$ cat src/design/rdtl_pkg.sv
// Shared types, character codes, class codes and helpers for the text lexer.
package rdtl_pkg;

    localparam int LINE_BITS_DEF = 16;
    localparam int LINE_OUT_W    = 16;
    localparam int Q_DEPTH       = 4;
    localparam int Q_PTR_W       = $clog2(Q_DEPTH);

    // Token classes
    localparam logic [3:0] CLS_REC_HDR   = 4'd0;
    localparam logic [3:0] CLS_REC_TYPE  = 4'd1;
    localparam logic [3:0] CLS_REC_NAME  = 4'd2;
    localparam logic [3:0] CLS_FLD_HDR   = 4'd3;
    localparam logic [3:0] CLS_FLD_NAME  = 4'd4;
    localparam logic [3:0] CLS_FLD_VALUE = 4'd5;
    localparam logic [3:0] CLS_LPAREN    = 4'd6;
    localparam logic [3:0] CLS_RPAREN    = 4'd7;
    localparam logic [3:0] CLS_LBRACE    = 4'd8;
    localparam logic [3:0] CLS_RBRACE    = 4'd9;
    localparam logic [3:0] CLS_COMMA     = 4'd10;
    localparam logic [3:0] CLS_QUOTE     = 4'd11;
    localparam logic [3:0] CLS_INVALID   = 4'd12;

    // Characters
    localparam logic [7:0] CH_LPAREN = 8'h28;
    localparam logic [7:0] CH_RPAREN = 8'h29;
    localparam logic [7:0] CH_LBRACE = 8'h7B;
    localparam logic [7:0] CH_RBRACE = 8'h7D;
    localparam logic [7:0] CH_COMMA  = 8'h2C;
    localparam logic [7:0] CH_QUOTE  = 8'h22;
    localparam logic [7:0] CH_UNDER  = 8'h5F;
    localparam logic [7:0] CH_DOT    = 8'h2E;
    localparam logic [7:0] CH_TAB    = 8'h09;
    localparam logic [7:0] CH_CR     = 8'h0D;
    localparam logic [7:0] CH_LF     = 8'h0A;
    localparam logic [7:0] CH_SPACE  = 8'h20;

    // One classification job: held character against its lookahead
    typedef struct packed {
        logic [7:0]            tok;
        logic [7:0]            look;
        logic [LINE_OUT_W-1:0] line;
        logic                  last;
    } rdtl_entry_t;

    typedef struct packed {
        logic        valid;
        rdtl_entry_t entry;
    } rdtl_push_t;

    function automatic logic is_word(input logic [7:0] c);
        return (c >= 8'h61 && c <= 8'h7A) || (c >= 8'h41 && c <= 8'h5A) ||
               (c >= 8'h30 && c <= 8'h39) || c == CH_UNDER || c == CH_DOT;
    endfunction

    function automatic logic [3:0] punct_class(input logic [7:0] c);
        logic [3:0] r;
        case (c)
            CH_LPAREN: r = CLS_LPAREN;
            CH_RPAREN: r = CLS_RPAREN;
            CH_LBRACE: r = CLS_LBRACE;
            CH_RBRACE: r = CLS_RBRACE;
            CH_COMMA:  r = CLS_COMMA;
            CH_QUOTE:  r = CLS_QUOTE;
            default:   r = CLS_INVALID;
        endcase
        return r;
    endfunction

endpackage

$ cat src/design/record_db_text_lexer_core.sv
// Top level of the record database text lexer.
// Bytes of a text enter one per beat on the s_ channel; tab, space and CR are
// dropped, LF advances a saturating LINE_BITS-wide line counter, and every
// visible character leaves on the m_ channel with its token class, end-of-token
// mark and line, one beat behind, since the following visible character decides
// its class. A byte is taken every cycle while the job queue has room and no
// second job is pending; a final byte that both releases a held character and
// is itself visible yields two results and holds s_ready low until the front
// end has issued the second job, which waits while the job queue is full. The
// classifier retires one job per cycle into the output register while that
// register is empty or being read, so results then leave at one per cycle; a
// job passes from the job queue into the output register, where it is offered.
// A final byte that is not visible, with nothing held, gives no result.
module record_db_text_lexer_core #(
    parameter int LINE_BITS = rdtl_pkg::LINE_BITS_DEF
) (
    input  logic        aclk,
    input  logic        aresetn,
    input  logic        s_valid,
    output logic        s_ready,
    input  logic [7:0]  s_text_byte,
    input  logic        s_end_of_text,
    output logic        m_valid,
    input  logic        m_ready,
    output logic [7:0]  m_token_byte,
    output logic [3:0]  m_token_class,
    output logic        m_token_end,
    output logic [15:0] m_line_number,
    output logic        m_last_result
);

    rdtl_pkg::rdtl_push_t  q_push;
    rdtl_pkg::rdtl_entry_t q_head;
    logic q_full, q_empty, q_pop;

    rdtl_front #(
        .LINE_BITS(LINE_BITS)
    ) u_front (
        .aclk          (aclk),
        .aresetn       (aresetn),
        .s_valid       (s_valid),
        .s_ready       (s_ready),
        .s_text_byte   (s_text_byte),
        .s_end_of_text (s_end_of_text),
        .q_full        (q_full),
        .q_push        (q_push)
    );

    rdtl_queue u_queue (
        .aclk    (aclk),
        .aresetn (aresetn),
        .q_push  (q_push),
        .q_full  (q_full),
        .q_pop   (q_pop),
        .q_empty (q_empty),
        .q_head  (q_head)
    );

    rdtl_back u_back (
        .aclk          (aclk),
        .aresetn       (aresetn),
        .q_empty       (q_empty),
        .q_head        (q_head),
        .q_pop         (q_pop),
        .m_valid       (m_valid),
        .m_ready       (m_ready),
        .m_token_byte  (m_token_byte),
        .m_token_class (m_token_class),
        .m_token_end   (m_token_end),
        .m_line_number (m_line_number),
        .m_last_result (m_last_result)
    );

`ifndef SYNTHESIS
    a_no_push_when_full: assert property (@(posedge aclk) disable iff (!aresetn)
        q_push.valid |-> !q_full)
        else $error("job issued into a full queue");

    a_idle_after_reset: assert property (@(posedge aclk)
        !aresetn |=> !m_valid)
        else $error("result valid straight after reset");

    a_accept_needs_room: assert property (@(posedge aclk) disable iff (!aresetn)
        (s_valid && s_ready) |-> !q_full)
        else $error("byte accepted while the queue is full");
`endif

endmodule

$ cat src/design/rdtl_front.sv
// Front end: drops white space, counts lines, holds one character and issues jobs.
module rdtl_front #(
    parameter int LINE_BITS = rdtl_pkg::LINE_BITS_DEF
) (
    input  logic                 aclk,
    input  logic                 aresetn,
    input  logic                 s_valid,
    output logic                 s_ready,
    input  logic [7:0]           s_text_byte,
    input  logic                 s_end_of_text,
    input  logic                 q_full,
    output rdtl_pkg::rdtl_push_t q_push
);

    localparam int LOW = rdtl_pkg::LINE_OUT_W;
    localparam logic [LINE_BITS-1:0] LINE_ONE = LINE_BITS'(1);
    localparam logic [LINE_BITS-1:0] LINE_MAX = '1;

    logic [7:0]           held_byte_reg, held_byte_next;
    logic                 held_valid_reg, held_valid_next;
    logic [LINE_BITS-1:0] held_line_reg, held_line_next;
    logic [LINE_BITS-1:0] line_cnt_reg, line_cnt_next;
    rdtl_pkg::rdtl_entry_t pend_reg, pend_next;
    logic                 pend_valid_reg, pend_valid_next;

    logic acc, lf, vis, e0_valid, flush_valid;
    rdtl_pkg::rdtl_entry_t e0, flush;

    assign s_ready = !pend_valid_reg && !q_full;
    assign acc     = s_valid && s_ready;

    always_comb begin
        lf  = s_text_byte == rdtl_pkg::CH_LF;
        vis = !(s_text_byte == rdtl_pkg::CH_TAB || s_text_byte == rdtl_pkg::CH_SPACE ||
                s_text_byte == rdtl_pkg::CH_CR || lf);

        held_valid_next = held_valid_reg || vis;
        held_byte_next  = vis ? s_text_byte : held_byte_reg;
        held_line_next  = vis ? line_cnt_reg : held_line_reg;
        line_cnt_next   = (lf && line_cnt_reg != LINE_MAX) ? line_cnt_reg + LINE_ONE
                                                           : line_cnt_reg;

        e0_valid   = acc && vis && held_valid_reg;
        e0.tok     = held_byte_reg;
        e0.look    = s_text_byte;
        e0.line    = LOW'(held_line_reg);
        e0.last    = 1'b0;

        // flush against a space on the final byte
        flush_valid = acc && s_end_of_text && held_valid_next;
        flush.tok   = held_byte_next;
        flush.look  = rdtl_pkg::CH_SPACE;
        flush.line  = LOW'(held_line_next);
        flush.last  = 1'b1;

        if (pend_valid_reg) begin
            q_push.valid = !q_full;
            q_push.entry = pend_reg;
        end else if (e0_valid) begin
            q_push.valid = 1'b1;
            q_push.entry = e0;
        end else begin
            q_push.valid = flush_valid;
            q_push.entry = flush;
        end

        pend_next       = flush;
        pend_valid_next = pend_valid_reg ? q_full : (e0_valid && flush_valid);
    end

    always_ff @(posedge aclk) begin
        if (!aresetn) begin
            held_valid_reg <= 1'b0;
            held_byte_reg  <= '0;
            held_line_reg  <= LINE_ONE;
            line_cnt_reg   <= LINE_ONE;
            pend_valid_reg <= 1'b0;
        end else begin
            pend_valid_reg <= pend_valid_next;
            if (acc && !pend_valid_reg && e0_valid && flush_valid) begin
                pend_reg <= pend_next;
            end
            if (acc) begin
                if (s_end_of_text) begin
                    held_valid_reg <= 1'b0;
                    held_byte_reg  <= '0;
                    held_line_reg  <= LINE_ONE;
                    line_cnt_reg   <= LINE_ONE;
                end else begin
                    held_valid_reg <= held_valid_next;
                    held_byte_reg  <= held_byte_next;
                    held_line_reg  <= held_line_next;
                    line_cnt_reg   <= line_cnt_next;
                end
            end
        end
    end

endmodule

$ cat src/design/rdtl_queue.sv
// Short job queue between the front end and the classifier.
module rdtl_queue (
    input  logic                  aclk,
    input  logic                  aresetn,
    input  rdtl_pkg::rdtl_push_t  q_push,
    output logic                  q_full,
    input  logic                  q_pop,
    output logic                  q_empty,
    output rdtl_pkg::rdtl_entry_t q_head
);

    localparam int PW = rdtl_pkg::Q_PTR_W;
    localparam int CW = rdtl_pkg::Q_PTR_W + 1;

    rdtl_pkg::rdtl_entry_t mem_reg [rdtl_pkg::Q_DEPTH];
    logic [PW-1:0] wr_ptr_reg, rd_ptr_reg;
    logic [CW-1:0] count_reg, count_next;
    logic do_push, do_pop;

    assign q_full  = count_reg == CW'(rdtl_pkg::Q_DEPTH);
    assign q_empty = count_reg == '0;
    assign q_head  = mem_reg[rd_ptr_reg];
    assign do_push = q_push.valid && !q_full;
    assign do_pop  = q_pop && !q_empty;

    always_comb begin
        count_next = count_reg;
        if (do_push && !do_pop) begin
            count_next = count_reg + CW'(1);
        end else if (do_pop && !do_push) begin
            count_next = count_reg - CW'(1);
        end
    end

    always_ff @(posedge aclk) begin
        if (!aresetn) begin
            wr_ptr_reg <= '0;
            rd_ptr_reg <= '0;
            count_reg  <= '0;
        end else begin
            count_reg <= count_next;
            if (do_push) begin
                wr_ptr_reg <= wr_ptr_reg + PW'(1);
            end
            if (do_pop) begin
                rd_ptr_reg <= rd_ptr_reg + PW'(1);
            end
        end
        if (do_push) begin
            mem_reg[wr_ptr_reg] <= q_push.entry;
        end
    end

endmodule

$ cat src/design/rdtl_back.sv
// Back end: classifies each job against its lookahead and drives the result register.
module rdtl_back (
    input  logic                  aclk,
    input  logic                  aresetn,
    input  logic                  q_empty,
    input  rdtl_pkg::rdtl_entry_t q_head,
    output logic                  q_pop,
    output logic                  m_valid,
    input  logic                  m_ready,
    output logic [7:0]            m_token_byte,
    output logic [3:0]            m_token_class,
    output logic                  m_token_end,
    output logic [rdtl_pkg::LINE_OUT_W-1:0] m_line_number,
    output logic                  m_last_result
);

    logic [3:0] lexer_class_reg, lexer_class_next;
    logic       scope_reg, scope_next;
    logic       quote_reg, quote_next;
    logic       m_valid_reg;
    logic [7:0] tok_byte_reg;
    logic [3:0] tok_class_reg;
    logic       tok_end_reg;
    logic [rdtl_pkg::LINE_OUT_W-1:0] line_reg;
    logic       last_reg;

    logic [3:0] cls, pc;
    logic       w, tend;

    assign q_pop = !q_empty && (!m_valid_reg || m_ready);

    always_comb begin
        cls = (lexer_class_reg > rdtl_pkg::CLS_INVALID) ? rdtl_pkg::CLS_INVALID
                                                        : lexer_class_reg;
        w   = rdtl_pkg::is_word(q_head.look);
        pc  = rdtl_pkg::punct_class(q_head.look);
        lexer_class_next = lexer_class_reg;
        scope_next       = scope_reg;
        quote_next       = quote_reg;
        tend             = 1'b0;
        case (cls)
            rdtl_pkg::CLS_REC_HDR, rdtl_pkg::CLS_FLD_HDR: begin
                tend = !w;
            end
            rdtl_pkg::CLS_REC_TYPE, rdtl_pkg::CLS_FLD_NAME: begin
                tend = q_head.look == rdtl_pkg::CH_COMMA;
            end
            rdtl_pkg::CLS_REC_NAME: begin
                tend = quote_reg ? (q_head.look == rdtl_pkg::CH_QUOTE)
                                 : (q_head.look == rdtl_pkg::CH_RPAREN);
            end
            rdtl_pkg::CLS_FLD_VALUE: begin
                tend = quote_reg ? (q_head.look == rdtl_pkg::CH_QUOTE) : !w;
            end
            rdtl_pkg::CLS_LPAREN: begin
                tend = 1'b1;
                lexer_class_next = w ? (scope_reg ? rdtl_pkg::CLS_FLD_NAME
                                                  : rdtl_pkg::CLS_REC_TYPE) : pc;
            end
            rdtl_pkg::CLS_RPAREN: begin
                tend = 1'b1;
                lexer_class_next = w ? (scope_reg ? rdtl_pkg::CLS_FLD_HDR
                                                  : rdtl_pkg::CLS_INVALID) : pc;
            end
            rdtl_pkg::CLS_LBRACE: begin
                tend = 1'b1;
                scope_next = 1'b1;
                lexer_class_next = w ? rdtl_pkg::CLS_FLD_HDR : pc;
            end
            rdtl_pkg::CLS_RBRACE: begin
                tend = 1'b1;
                scope_next = 1'b0;
                lexer_class_next = w ? rdtl_pkg::CLS_REC_HDR : pc;
            end
            rdtl_pkg::CLS_COMMA: begin
                tend = 1'b1;
                lexer_class_next = w ? (scope_reg ? rdtl_pkg::CLS_FLD_VALUE
                                                  : rdtl_pkg::CLS_REC_NAME) : pc;
            end
            rdtl_pkg::CLS_QUOTE: begin
                tend = 1'b1;
                quote_next = !quote_reg;
                // opening quote starts a name or value
                lexer_class_next = !quote_reg ? (scope_reg ? rdtl_pkg::CLS_FLD_VALUE
                                                           : rdtl_pkg::CLS_REC_NAME) : pc;
            end
            default: begin
                if (!scope_reg && !quote_reg && w) begin
                    lexer_class_next = rdtl_pkg::CLS_REC_HDR;
                end
            end
        endcase
        if (tend && cls <= rdtl_pkg::CLS_FLD_VALUE) begin
            lexer_class_next = pc;
        end
    end

    always_ff @(posedge aclk) begin
        if (!aresetn) begin
            lexer_class_reg <= rdtl_pkg::CLS_REC_HDR;
            scope_reg       <= 1'b0;
            quote_reg       <= 1'b0;
            m_valid_reg     <= 1'b0;
        end else begin
            if (q_pop) begin
                m_valid_reg <= 1'b1;
                // return to the start of a text after its final beat
                if (q_head.last) begin
                    lexer_class_reg <= rdtl_pkg::CLS_REC_HDR;
                    scope_reg       <= 1'b0;
                    quote_reg       <= 1'b0;
                end else begin
                    lexer_class_reg <= lexer_class_next;
                    scope_reg       <= scope_next;
                    quote_reg       <= quote_next;
                end
            end else if (m_ready) begin
                m_valid_reg <= 1'b0;
            end
        end
        if (q_pop) begin
            tok_byte_reg  <= q_head.tok;
            tok_class_reg <= cls;
            tok_end_reg   <= tend;
            line_reg      <= q_head.line;
            last_reg      <= q_head.last;
        end
    end

    assign m_valid       = m_valid_reg;
    assign m_token_byte  = tok_byte_reg;
    assign m_token_class = tok_class_reg;
    assign m_token_end   = tok_end_reg;
    assign m_line_number = line_reg;
    assign m_last_result = last_reg;

endmodule

$ cat config.mk
export PLATFORM = sky130hd
export DESIGN_NAME = record_db_text_lexer_core
export DESIGN_NICKNAME = d
export VERILOG_FILES = /design/src/design/rdtl_pkg.sv /design/src/design/record_db_text_lexer_core.sv /design/src/design/rdtl_front.sv /design/src/design/rdtl_queue.sv /design/src/design/rdtl_back.sv
export SDC_FILE = /design/constraint.sdc
export NUM_CORES = 1
export LEC_CHECK = 0
export BUFFER_PORTS_ARGS = -buffer_cell sky130_fd_sc_hd__buf_4
export CORE_ASPECT_RATIO = 1.2
export CORE_MARGIN = 5
export CORE_UTILIZATION = 40
export DETAILED_ROUTE_END_ITERATION = 10
export MAX_ROUTING_LAYER = met4
export SETUP_SLACK_MARGIN = 0.05
export SLEW_MARGIN = 20
export SYNTH_ARGS = -nofsm -noshare
export SYNTH_HDL_FRONTEND = slang
export SYNTH_SLANG_ARGS = --single-unit
$ cat constraint.sdc
create_clock -name aclk -period 3.7 [get_ports aclk]
set_input_delay 0.37 -clock aclk [delete_from_list [all_inputs] [get_ports aclk]]
set_output_delay 0.37 -clock aclk [all_outputs]
set_load 0.01 [all_outputs]
==> metrics, run 1 <==
status=finished clean; PD cells=644.7 nW/um2; Final Net Count=828; Synth cell types=70; clock slew seen by the registers of the worst setup and hold paths=0.06 ns; max reg flops=132; Max Cap Viol=0; antenna-violating nets left=0; full die area=around 30,000 um2; Synthesized Nets=between 700 and 800; RSZ-0062 raised after global routing=no; core area=between 20,000 and 30,000 um2; Arr. time, crit path=3.67 ns; synthesized cell area=10,410 um2; Post-synth EDFFs=around 190; Worst Max-Slew Pin Slew=approximately 0.71 ns; final HPWL from detailed placement=13,280 um; metal2 WL=between 10,000 and 15,000 um; met3 WL=approximately 760 um; buffer count from post-CTS setup fixing=0; CTS Sinks=approximately 240; post-route cell area=~12,000 um2; Filler cells=roughly 2,300; Peak VDD IR=227.5 uV; Slew Limit Headroom=0.5258; Gate Count Post-Synth=between 700 and 800; Final Max Tran Viols=0; Die Wd=around 160 um; highest metal layer with signal wires=met4; Startpoint Class=flip-flop; Tcrit/Tclk final=0.8731; Worst Clk Skew=0.01044 ns; GRT Total Usage=0.1532; Crit Path Max Fanout=9; Layout Cells excl Fill=~1,200; global-route wire length before repair=34,870 um; Setup violations, final=0; CP required=between 4 and 5 ns; Post-CTS Resized=0; drt wl/cell=~19 um; cts bufs inserted=24; Placement Setup Slack=about 0.44 ns; layout cells sized above 1=0.1634; asr flop ratio synth=0; CTS tree=done; top_reg_cell synth=edfxtp_1; vias in the first global route=between 6,000 and 7,000; IO Port Bufs=between 40 and 50; Initial DRC Count=~370; initial antenna violation count=0; DRC=0; vias=~6,100; Hold Violations, Final=0; GRT overflow=0; Setup crit end kind=flip-flop; later-pin clock latency in the skew report=roughly 0.51 ns; Yosys reg bits=between 200 and 250; Avg Cell Area, Syn=roughly 14 um2; Routed WL=around 22,000 um; Placed Instances=~1,100; clk buf depth=3; crit path time final=approximately 3.2 ns; P&R area growth vs syn=13.47%; root buffer cell=clkbuf_16; Die Ht=186.7 um; min setup slack post-route=0.4696 ns; htree depth=1; Max Fclk=slightly above 300 MHz; largest net degree at the start of global routing=between 50 and 60; first drt pass iteration count=5; Post-DP Area=~11,000 um2; Rows=64; Leak Pwr=~4.2 nW; sequential share of the synthesized area=0.6482; antenna fix cells=0; gpl congestion=between 0.8 and 0.9; # hold bufs at CTS=0; Hold WC Path Type=input port to flip-flop; Worst Setup Path Type=flip-flop to flip-flop; num ports=45; Ys Warns=0; setup TNS=0 ns; wl on met1=roughly 9400 um; Initial Util=0.4075; drt via density=roughly 5.3
## power by group
part           internal, mW  switching (mW)
Combinational         0.814            1.07
Clock                  1.23           0.972
Sequential             3.38           0.158
## layer usage
metal	up-vias	GRT usage
met5	-	-
met4	0	0.03939
met3	32	0.02062
met2	110	0.2596
met1	3031	0.1944
li1	2951	-
## stage by stage
| stage | power, mW | utilization | hold WS, ns |
|---|---|---|---|
| 2_1_floorplan | 4.864 | - | 0.4671 |
| 3_3_place_gp | 5.486 | 0.4346 | 0.4666 |
| 3_5_place_dp | 5.504 | 0.4348 | 0.4755 |
| 4_1_cts | 7.723 | 0.4624 | 0.1195 |
| 5_1_grt | 8.013 | 0.4624 | 0.1526 |
| 6_report | 7.615 | 0.4624 | 0.1356 |
## cell families (layout without fill, tap and decap cells)
group,count (synthesis),in the layout,synth area share
DFF,244,244,0.6482
xor gates and xnor gates,18,18,0.01515
muxes,61,61,0.1006
adders and majority gates,8,8,0.01010
buffers and inverters,55,117,0.02320
and+or+nand+nor,248,248,0.1184
AOI/OAI and AO/OA,130,130,0.08439
## cell usage in the layout (no fill, tap or decap), types with 4 or more instances in the layout
cell type / synthesis / final
nand3_1: 5 / 5
xor2_1: 8 / 8
nand2_1: 113 / 113
a21boi_0: 5 / 5
o21ai_1: 5 / 5
clkbuf_1: 30 / 12
mux2i_1: 27 / 27
and3_1: 14 / 14
clkbuf_16: 0 / 24
or3_1: 4 / 4
nand2b_1: 4 / 4
and2_1: 13 / 13
ha_1: 6 / 6
nor2_1: 31 / 31
nand4_1: 5 / 5
a21o_1: 4 / 4
dfxtp_1: 58 / 57
edfxtp_1: 186 / 186
nor3_1: 7 / 7
buf_4: 0 / 57
inv_1: 13 / 13
o21ai_0: 43 / 42
xnor2_1: 10 / 10
a22oi_1: 24 / 24
nor2b_1: 32 / 32
a21oi_1: 15 / 15
mux4_2: 30 / 30
## worst max-delay path, stage by stage, from the launching register on
cell	delay [ns]
dfxtp_2	0.52
mux4_2	0.63
or4b_1	0.69
o41ai_1	0.39
a221o_2	0.24
a21oi_2	0.06
nor3b_1	0.23
o311ai_0	0.19
mux2i_1	0.21
## worst paths after layout
check                                    from  depth (start not counted)  slack (ns)                                     end
setup / recovery                    flip-flop                          8        0.47  u_back.lexer_class_reg[1]$_SDFFE_PN0P_
hold / removal                        m_ready                          4        0.14             u_back.m_valid$_SDFFE_PN0P_
setup reg to reg                    flip-flop                          8        0.47  u_back.lexer_class_reg[1]$_SDFFE_PN0P_
hold reg to reg   u_back.m_valid$_SDFFE_PN0P_                          2        0.48             u_back.m_valid$_SDFFE_PN0P_
## cell type report
cell class	count	area, um2	share of cell area
Sequential cell	244	6748	0.5713
Multi-Input combinational cell	465	3425	0.2899
Clock buffer	37	659.4	0.05583
Timing Repair Buffer	59	467.9	0.03962
Tap cell	330	412.9	0.03496
Inverter	14	52.55	0.004449
Clock inverter	7	46.29	0.003920
## synth_stat cells (all sizes together) (3+ instances only)
cell / n / share of area
edfxtp: 186 / 0.54
nand2: 113 / 0.041
dfxtp: 58 / 0.11
o21ai: 49 / 0.024
mux4: 33 / 0.072
nor2b: 32 / 0.019
nor2: 31 / 0.011
clkbuf: 30 / 0.011
mux2i: 28 / 0.028
a22oi: 26 / 0.021
a21oi: 18 / 0.0097
and3: 14 / 0.0084
inv: 14 / 0.0050
and2: 13 / 0.0078
buf: 11 / 0.0073
xnor2: 10 / 0.0084
xor2: 8 / 0.0067
nor3: 7 / 0.0034
ha: 6 / 0.0072
a21boi: 5 / 0.0036
nand3: 5 / 0.0024
nand4: 5 / 0.0030
a21o: 4 / 0.0029
nand2b: 4 / 0.0024
or3: 4 / 0.0024
and4: 3 / 0.0025
nor3b: 3 / 0.0022
o22ai: 3 / 0.0018
or4b: 3 / 0.0029
No activity file was read; power rests on OpenSTA's default activity.
==> run 2, diff against run 1 <==
==> constraint.sdc (replaced) <==
create_clock -name aclk -period 3.3 [get_ports aclk]
set_input_delay 0.33 -clock aclk [delete_from_list [all_inputs] [get_ports aclk]]
set_output_delay 0.33 -clock aclk [all_outputs]
set_load 0.01 [all_outputs]
==> run 2 against run 1 <==
Effect of this change: clock skew rose by 0.0062 ns; die area stayed put; clock power grew 8%; hold slack worse by 0.033 ns; critical endpoint is now u_back.lexer_class_reg[2]$_SDFFE_PN0P_; highest routed layer unchanged; clock-buffer cell count decreased by 10; critical path depth is the same; wire length shrank 4.8%; global-route usage fell by 0.95 points; sequential power rose by 12%; combinational power increased by 13%; first-iteration DRC count grew 15%; non-clock buffer count increased by 6.
==> metrics, run 2 (synthesized netlist as in run 1, its figures left out) <==
PD cells=between 700 and 800 nW/um2; status=finished clean; initial antenna violation count=0; antenna fix cells=0; drt via density=around 5.2; Tcrit/Tclk final=0.9214; P&R area growth vs syn=13.91%; CP max-delay cell=or4b_1; full die area=~29,000 um2; Die Ht=about 190 um; first drt pass iteration count=5; setup TNS=0 ns; CTS tree=done; hold endpoint=u_back.m_valid$_SDFFE_PN0P_; clock slew seen by the registers of the worst setup and hold paths=0.06 ns; CP required=about 3.7 ns; gpl congestion=~0.86; FF-to-FF setup slack=about 0.26 ns; RSZ-0062 raised after global routing=no; Rows=64; max reg flops=around 130; Setup violations, final=0; vias in the first global route=6,086; Hold Path Stages=4; global-route wire length before repair=33,010 um; Startpoint Class=flip-flop; number of buffers and inverters on the critical path=0; hold_ws=about 0.10 ns; drt wl/cell=between 15 and 20 um; layout cells sized above 1=0.1711; later-pin clock latency in the skew report=approximately 0.52 ns; Routed WL=20,680 um; Reg-to-Reg End=u_back.lexer_class_reg[2]$_SDFFE_PN0P_; antenna-violating nets left=0; htree depth=1; Initial Util=0.4075; final HPWL from detailed placement=between 10,000 and 15,000 um; Max Fclk=328.9 MHz; Leak Pwr=around 4.2 nW; Final Net Count=between 800 and 900; CTS Sinks=244; Crit Path Max Fanout=9; most common cell after layout, fill and taps aside=edfxtp_1; root buffer cell=clkbuf_16; delay of the slowest cell on the worst path=~0.68 ns; GRT Total Usage=0.1437; Worst Clk Skew=0.01660 ns; Peak VDD IR=roughly 300 uV; DRC=0; critical hold path startpoint=m_ready; IO Port Bufs=44; Die Wd=~160 um; Max Cap Viol=0; critical-path cell list=mux4_2 -> or4b_1 -> o41ai_1 -> a221o_2 -> a21oi_2 -> mux2i_4 -> nand4_1 -> o22ai_1; vias=6,088; Final Max Tran Viols=0; Top Family by Delay on Critical Path=compound AO/OA/AOI/OAI gates; largest net degree at the start of global routing=50; Arr. time, crit path=3.47 ns; crit path time final=~3 ns; core area=roughly 26,000 um2; reg2reg path depth=8; Initial DRC Count=~430; Hold Violations, Final=0; cts bufs inserted=23; most frequent cells in the layout=186 x edfxtp_1, 113 x nand2_1, 60 x buf_4; Worst Max-Slew Pin Slew=about 0.75 ns; Slew Limit Headroom=0.4950; Hold WC Path Type=input port to flip-flop; clk buf depth=3; Worst Setup Path Type=flip-flop to flip-flop; Setup crit end kind=flip-flop; GRT overflow=0; num ports=between 40 and 50
==> run 2: cell types whose count changed in the layout (fill, tap and decap cells not counted), moves of 2 or more <==
cell,delta
buf_12,+3
buf_4,+3
clkbuf_1,-8
clkinv_1,+4
clkinv_2,+3
inv_6,+2
==> run 2: how the worst max path moves through the flow <==
stage                         from                                endpoint  slack (ns)  cells after the start
global placement    s_text_byte[0]       u_queue.count_reg[2]$_SDFFE_PN0P_        0.20                     13
global route             flip-flop  u_back.lexer_class_reg[2]$_SDFFE_PN0P_        0.09                      8
detailed placement  s_text_byte[0]       u_queue.count_reg[2]$_SDFFE_PN0P_        0.18                     13
CTS                      flip-flop  u_back.lexer_class_reg[2]$_SDFFE_PN0P_        0.17                      8
floorplan           s_text_byte[0]       u_queue.count_reg[2]$_SDFFE_PN0P_        0.36                     12
finish                   flip-flop  u_back.lexer_class_reg[2]$_SDFFE_PN0P_        0.26                      8
==> run 2: repair_timing <==
action,in CTS,in global routing
endpoints found under the setup margin,0,3
hold buffers,0,0
gates resized for setup,0,1
buffers inserted,0,0
==> run 2: worst register-to-register path: stages, from the launching register on <==
cell and delay, ns:
dfxtp_4 0.45, mux4_2 0.61, or4b_1 0.68, o41ai_1 0.36
a221o_2 0.23, a21oi_2 0.06, mux2i_4 0.23, nand4_1 0.14
o22ai_1 0.20
==> run 2: final cells by class <==
| class | count | area (um2) |
|---|---|---|
| Timing Repair Buffer | 65 | 550.5 |
| Inverter | 14 | 52.55 |
| Clock buffer | 27 | 590.6 |
| Clock inverter | 15 | 78.83 |
| Fill cell | 2240 | 13690 |
| Sequential cell | 244 | 6750 |
| Tap cell | 330 | 412.9 |
| Multi-Input combinational cell | 465 | 3421 |
==> run 2: routing by layer <==
layer | vias up | GRT usage | routed length, um
li1 | 2957 | - | -
met1 | 2980 | 0.1763 | 8850
met2 | 123 | 0.2484 | 10580
met3 | 28 | 0.01830 | 830
met4 | 0 | 0.04138 | 417
met5 | - | - | 0
==> run 2: power breakdown <==
| part | total (mW) | internal, mW | leakage, nW | switching [mW] |
|---|---|---|---|---|
| clock network | 2.38 | 1.29 | 0.334 | 1.10 |
| registers | 3.95 | 3.78 | 2.24 | 0.170 |
| logic | 2.13 | 0.949 | 1.67 | 1.18 |
==> run 2: per-stage QoR <==
stage                     cells  total power [mW]  area [um2]  worst slack, ns    util
final                      1160             8.466       11860           0.2593  0.4641
after global routing       1160             8.894       11860          0.09271  0.4641
after CTS                  1160             8.588       11850           0.1699  0.4640
after detailed placement   1118             6.181       11180           0.1833  0.4378
after global placement     1118             6.160       11180           0.1976  0.4378
after floorplan             764             5.454       10410           0.3644       -
==> run 3, diff against run 2 <==
--- a/config.mk
+++ b/config.mk
@@ -6,7 +6,7 @@
 export NUM_CORES = 1
 export LEC_CHECK = 0
 export BUFFER_PORTS_ARGS = -buffer_cell sky130_fd_sc_hd__buf_4
-export CORE_ASPECT_RATIO = 1.2
+export CORE_ASPECT_RATIO = 0.9
 export CORE_MARGIN = 5
 export CORE_UTILIZATION = 40
 export DETAILED_ROUTE_END_ITERATION = 10
==> run 3 against run 2 <==
Effect of this change: register-to-register slack better by 0.04 ns; clock skew fell by 0.0084 ns; clock power rose by 23%; critical path type unchanged; critical path depth unchanged; global-route usage grew 0.46 points; sequential share of layout area fell by 1.2 points; cell area up 2.2%; critical endpoint unchanged; die area about the same; clock-buffer cell count is 1 higher; wire length increased by 2.4%.
==> metrics, run 3 (synthesized netlist as in run 1, its figures left out) <==
P&R area growth vs syn=16.41%; num ports=45; setup TNS=0 ns; initial antenna violation count=0; cts bufs inserted=26; Worst Max-Slew Pin Slew=0.7268 ns; CP required=3.75 ns; IO Port Bufs=44; Post-CTS Resized=0; Setup crit end kind=flip-flop; antenna-violating nets left=0; Hold Violations, Final=0; Initial DRC Count=between 400 and 500; full die area=a little under 30,000 um2; most common cell after layout, fill and taps aside=edfxtp_1; vias=around 6,300; first drt pass iteration count=5; root buffer cell=clkbuf_16; Worst Clk Skew=between 0.008 and 0.009 ns; gpl congestion=between 0.8 and 0.9; PD cells=745.9 nW/um2; Startpoint Class=flip-flop; delay of the slowest cell on the worst path=about 0.69 ns; Arr. time, crit path=about 3.5 ns; DRC=0; Leak Pwr=4.373 nW; Slew Limit Headroom=0.5110; FF-to-FF setup slack=roughly 0.3 ns; layout cells sized above 1=0.1912; Tcrit/Tclk final=0.9101; htree depth=1; buffer count from post-CTS setup fixing=0; Die Wd=180.0 um; # hold bufs at CTS=0; Routed WL=roughly 21,000 um; crit path time final=3.003 ns; final HPWL from detailed placement=13,330 um; drt via density=5.255; GRT Total Usage=0.1483; antenna fix cells=0; Final Net Count=about 840; RSZ-0062 raised after global routing=no; core area=25,850 um2; Initial Util=0.4026; most frequent cells in the layout=186 x edfxtp_1, 113 x nand2_1, 68 x buf_4; later-pin clock latency in the skew report=0.53 ns; GRT overflow=0; Final Max Tran Viols=0; Rows=56; clock slew seen by the registers of the worst setup and hold paths=roughly 0.06 ns; CP max-delay cell=or4b_1; max reg flops=around 130; Worst Setup Path Type=flip-flop to flip-flop; Peak VDD IR=around 450 uV; CTS Sinks=~240; vias in the first global route=6,196; CTS tree=done; Max Fclk=approximately 330 MHz; Setup violations, final=0; drt wl/cell=around 18 um; Hold WC Path Type=input port to flip-flop; status=finished clean; Max Cap Viol=0; global-route wire length before repair=about 34,000 um; post-layout util=0.4686; clk buf depth=3; Crit Path Max Fanout=8; critical-path cell list=mux4_2 -> or4b_1 -> o41ai_1 -> a221o_2 -> a21oi_2 -> mux2i_4 -> nand4_1 -> o22ai_1; largest net degree at the start of global routing=51; Die Ht=~160 um
[run 3: cell count changes in the layout (fill, tap and decap cells not counted), sizes merged]
cell | before | now
clkinvlp | 0 | 2
clkinv | 13 | 12
buf | 65 | 72
clkbuf | 27 | 28
bufinv | 0 | 3
[run 3: power breakdown]
group | switching [mW] | internal [mW] | total, mW
logic | 1.20 | 0.965 | 2.16
registers | 0.162 | 3.78 | 3.94
clock network | 1.20 | 1.73 | 2.93
[run 3: area by class of cell]
type                       count  area (um2)
inverter                      14       52.55
sequential                   244        6748
tap                          348       435.4
clock buffer                  28       679.4
timing repair buffer          72       590.6
multi-input combinational    465        3425
clock inverter                19       186.4
fill                        2283       13740
[run 3: worst max-delay path, delay by kind of cell (launching register included)]
kind	cells	cell delay (ns)
flops	1	0.44
mux	2	0.81
simple gates	2	0.81
compound gates	4	0.86
[run 3: worst paths after layout]
path | endpoint | cells past startpoint | startpoint
setup / recovery | u_back.lexer_class_reg[2]$_SDFFE_PN0P_ | 8 | flip-flop
hold / removal | u_back.m_valid$_SDFFE_PN0P_ | 4 | m_ready
setup reg to reg | u_back.lexer_class_reg[2]$_SDFFE_PN0P_ | 8 | flip-flop
hold reg to reg | u_back.m_valid$_SDFFE_PN0P_ | 2 | u_back.m_valid$_SDFFE_PN0P_
[run 3: metrics by stage]
step / setup slack [ns] / total power [mW] / area, um2 / hold WS [ns] / instances
final: 0.2967 / 9.038 / 12120 / 0.09176 / 1190
after CTS: 0.3081 / 9.155 / 12120 / 0.06626 / 1190
after global routing: 0.1351 / 9.498 / 12120 / 0.09917 / 1190
after global placement: 0.2138 / 6.182 / 11250 / 0.4681 / 1143
after detailed placement: 0.1719 / 6.197 / 11250 / 0.4908 / 1143
after floorplan: 0.3644 / 5.454 / 10410 / 0.4671 / 764
[run 3: metal layers]
metal	share of wire	global-route usage	vias up
li1	-	-	2985
met1	0.45	0.1915	3066
met2	0.48	0.2435	153
met3	0.046	0.02449	50
met4	0.032	0.04742	0
met5	0	-	-
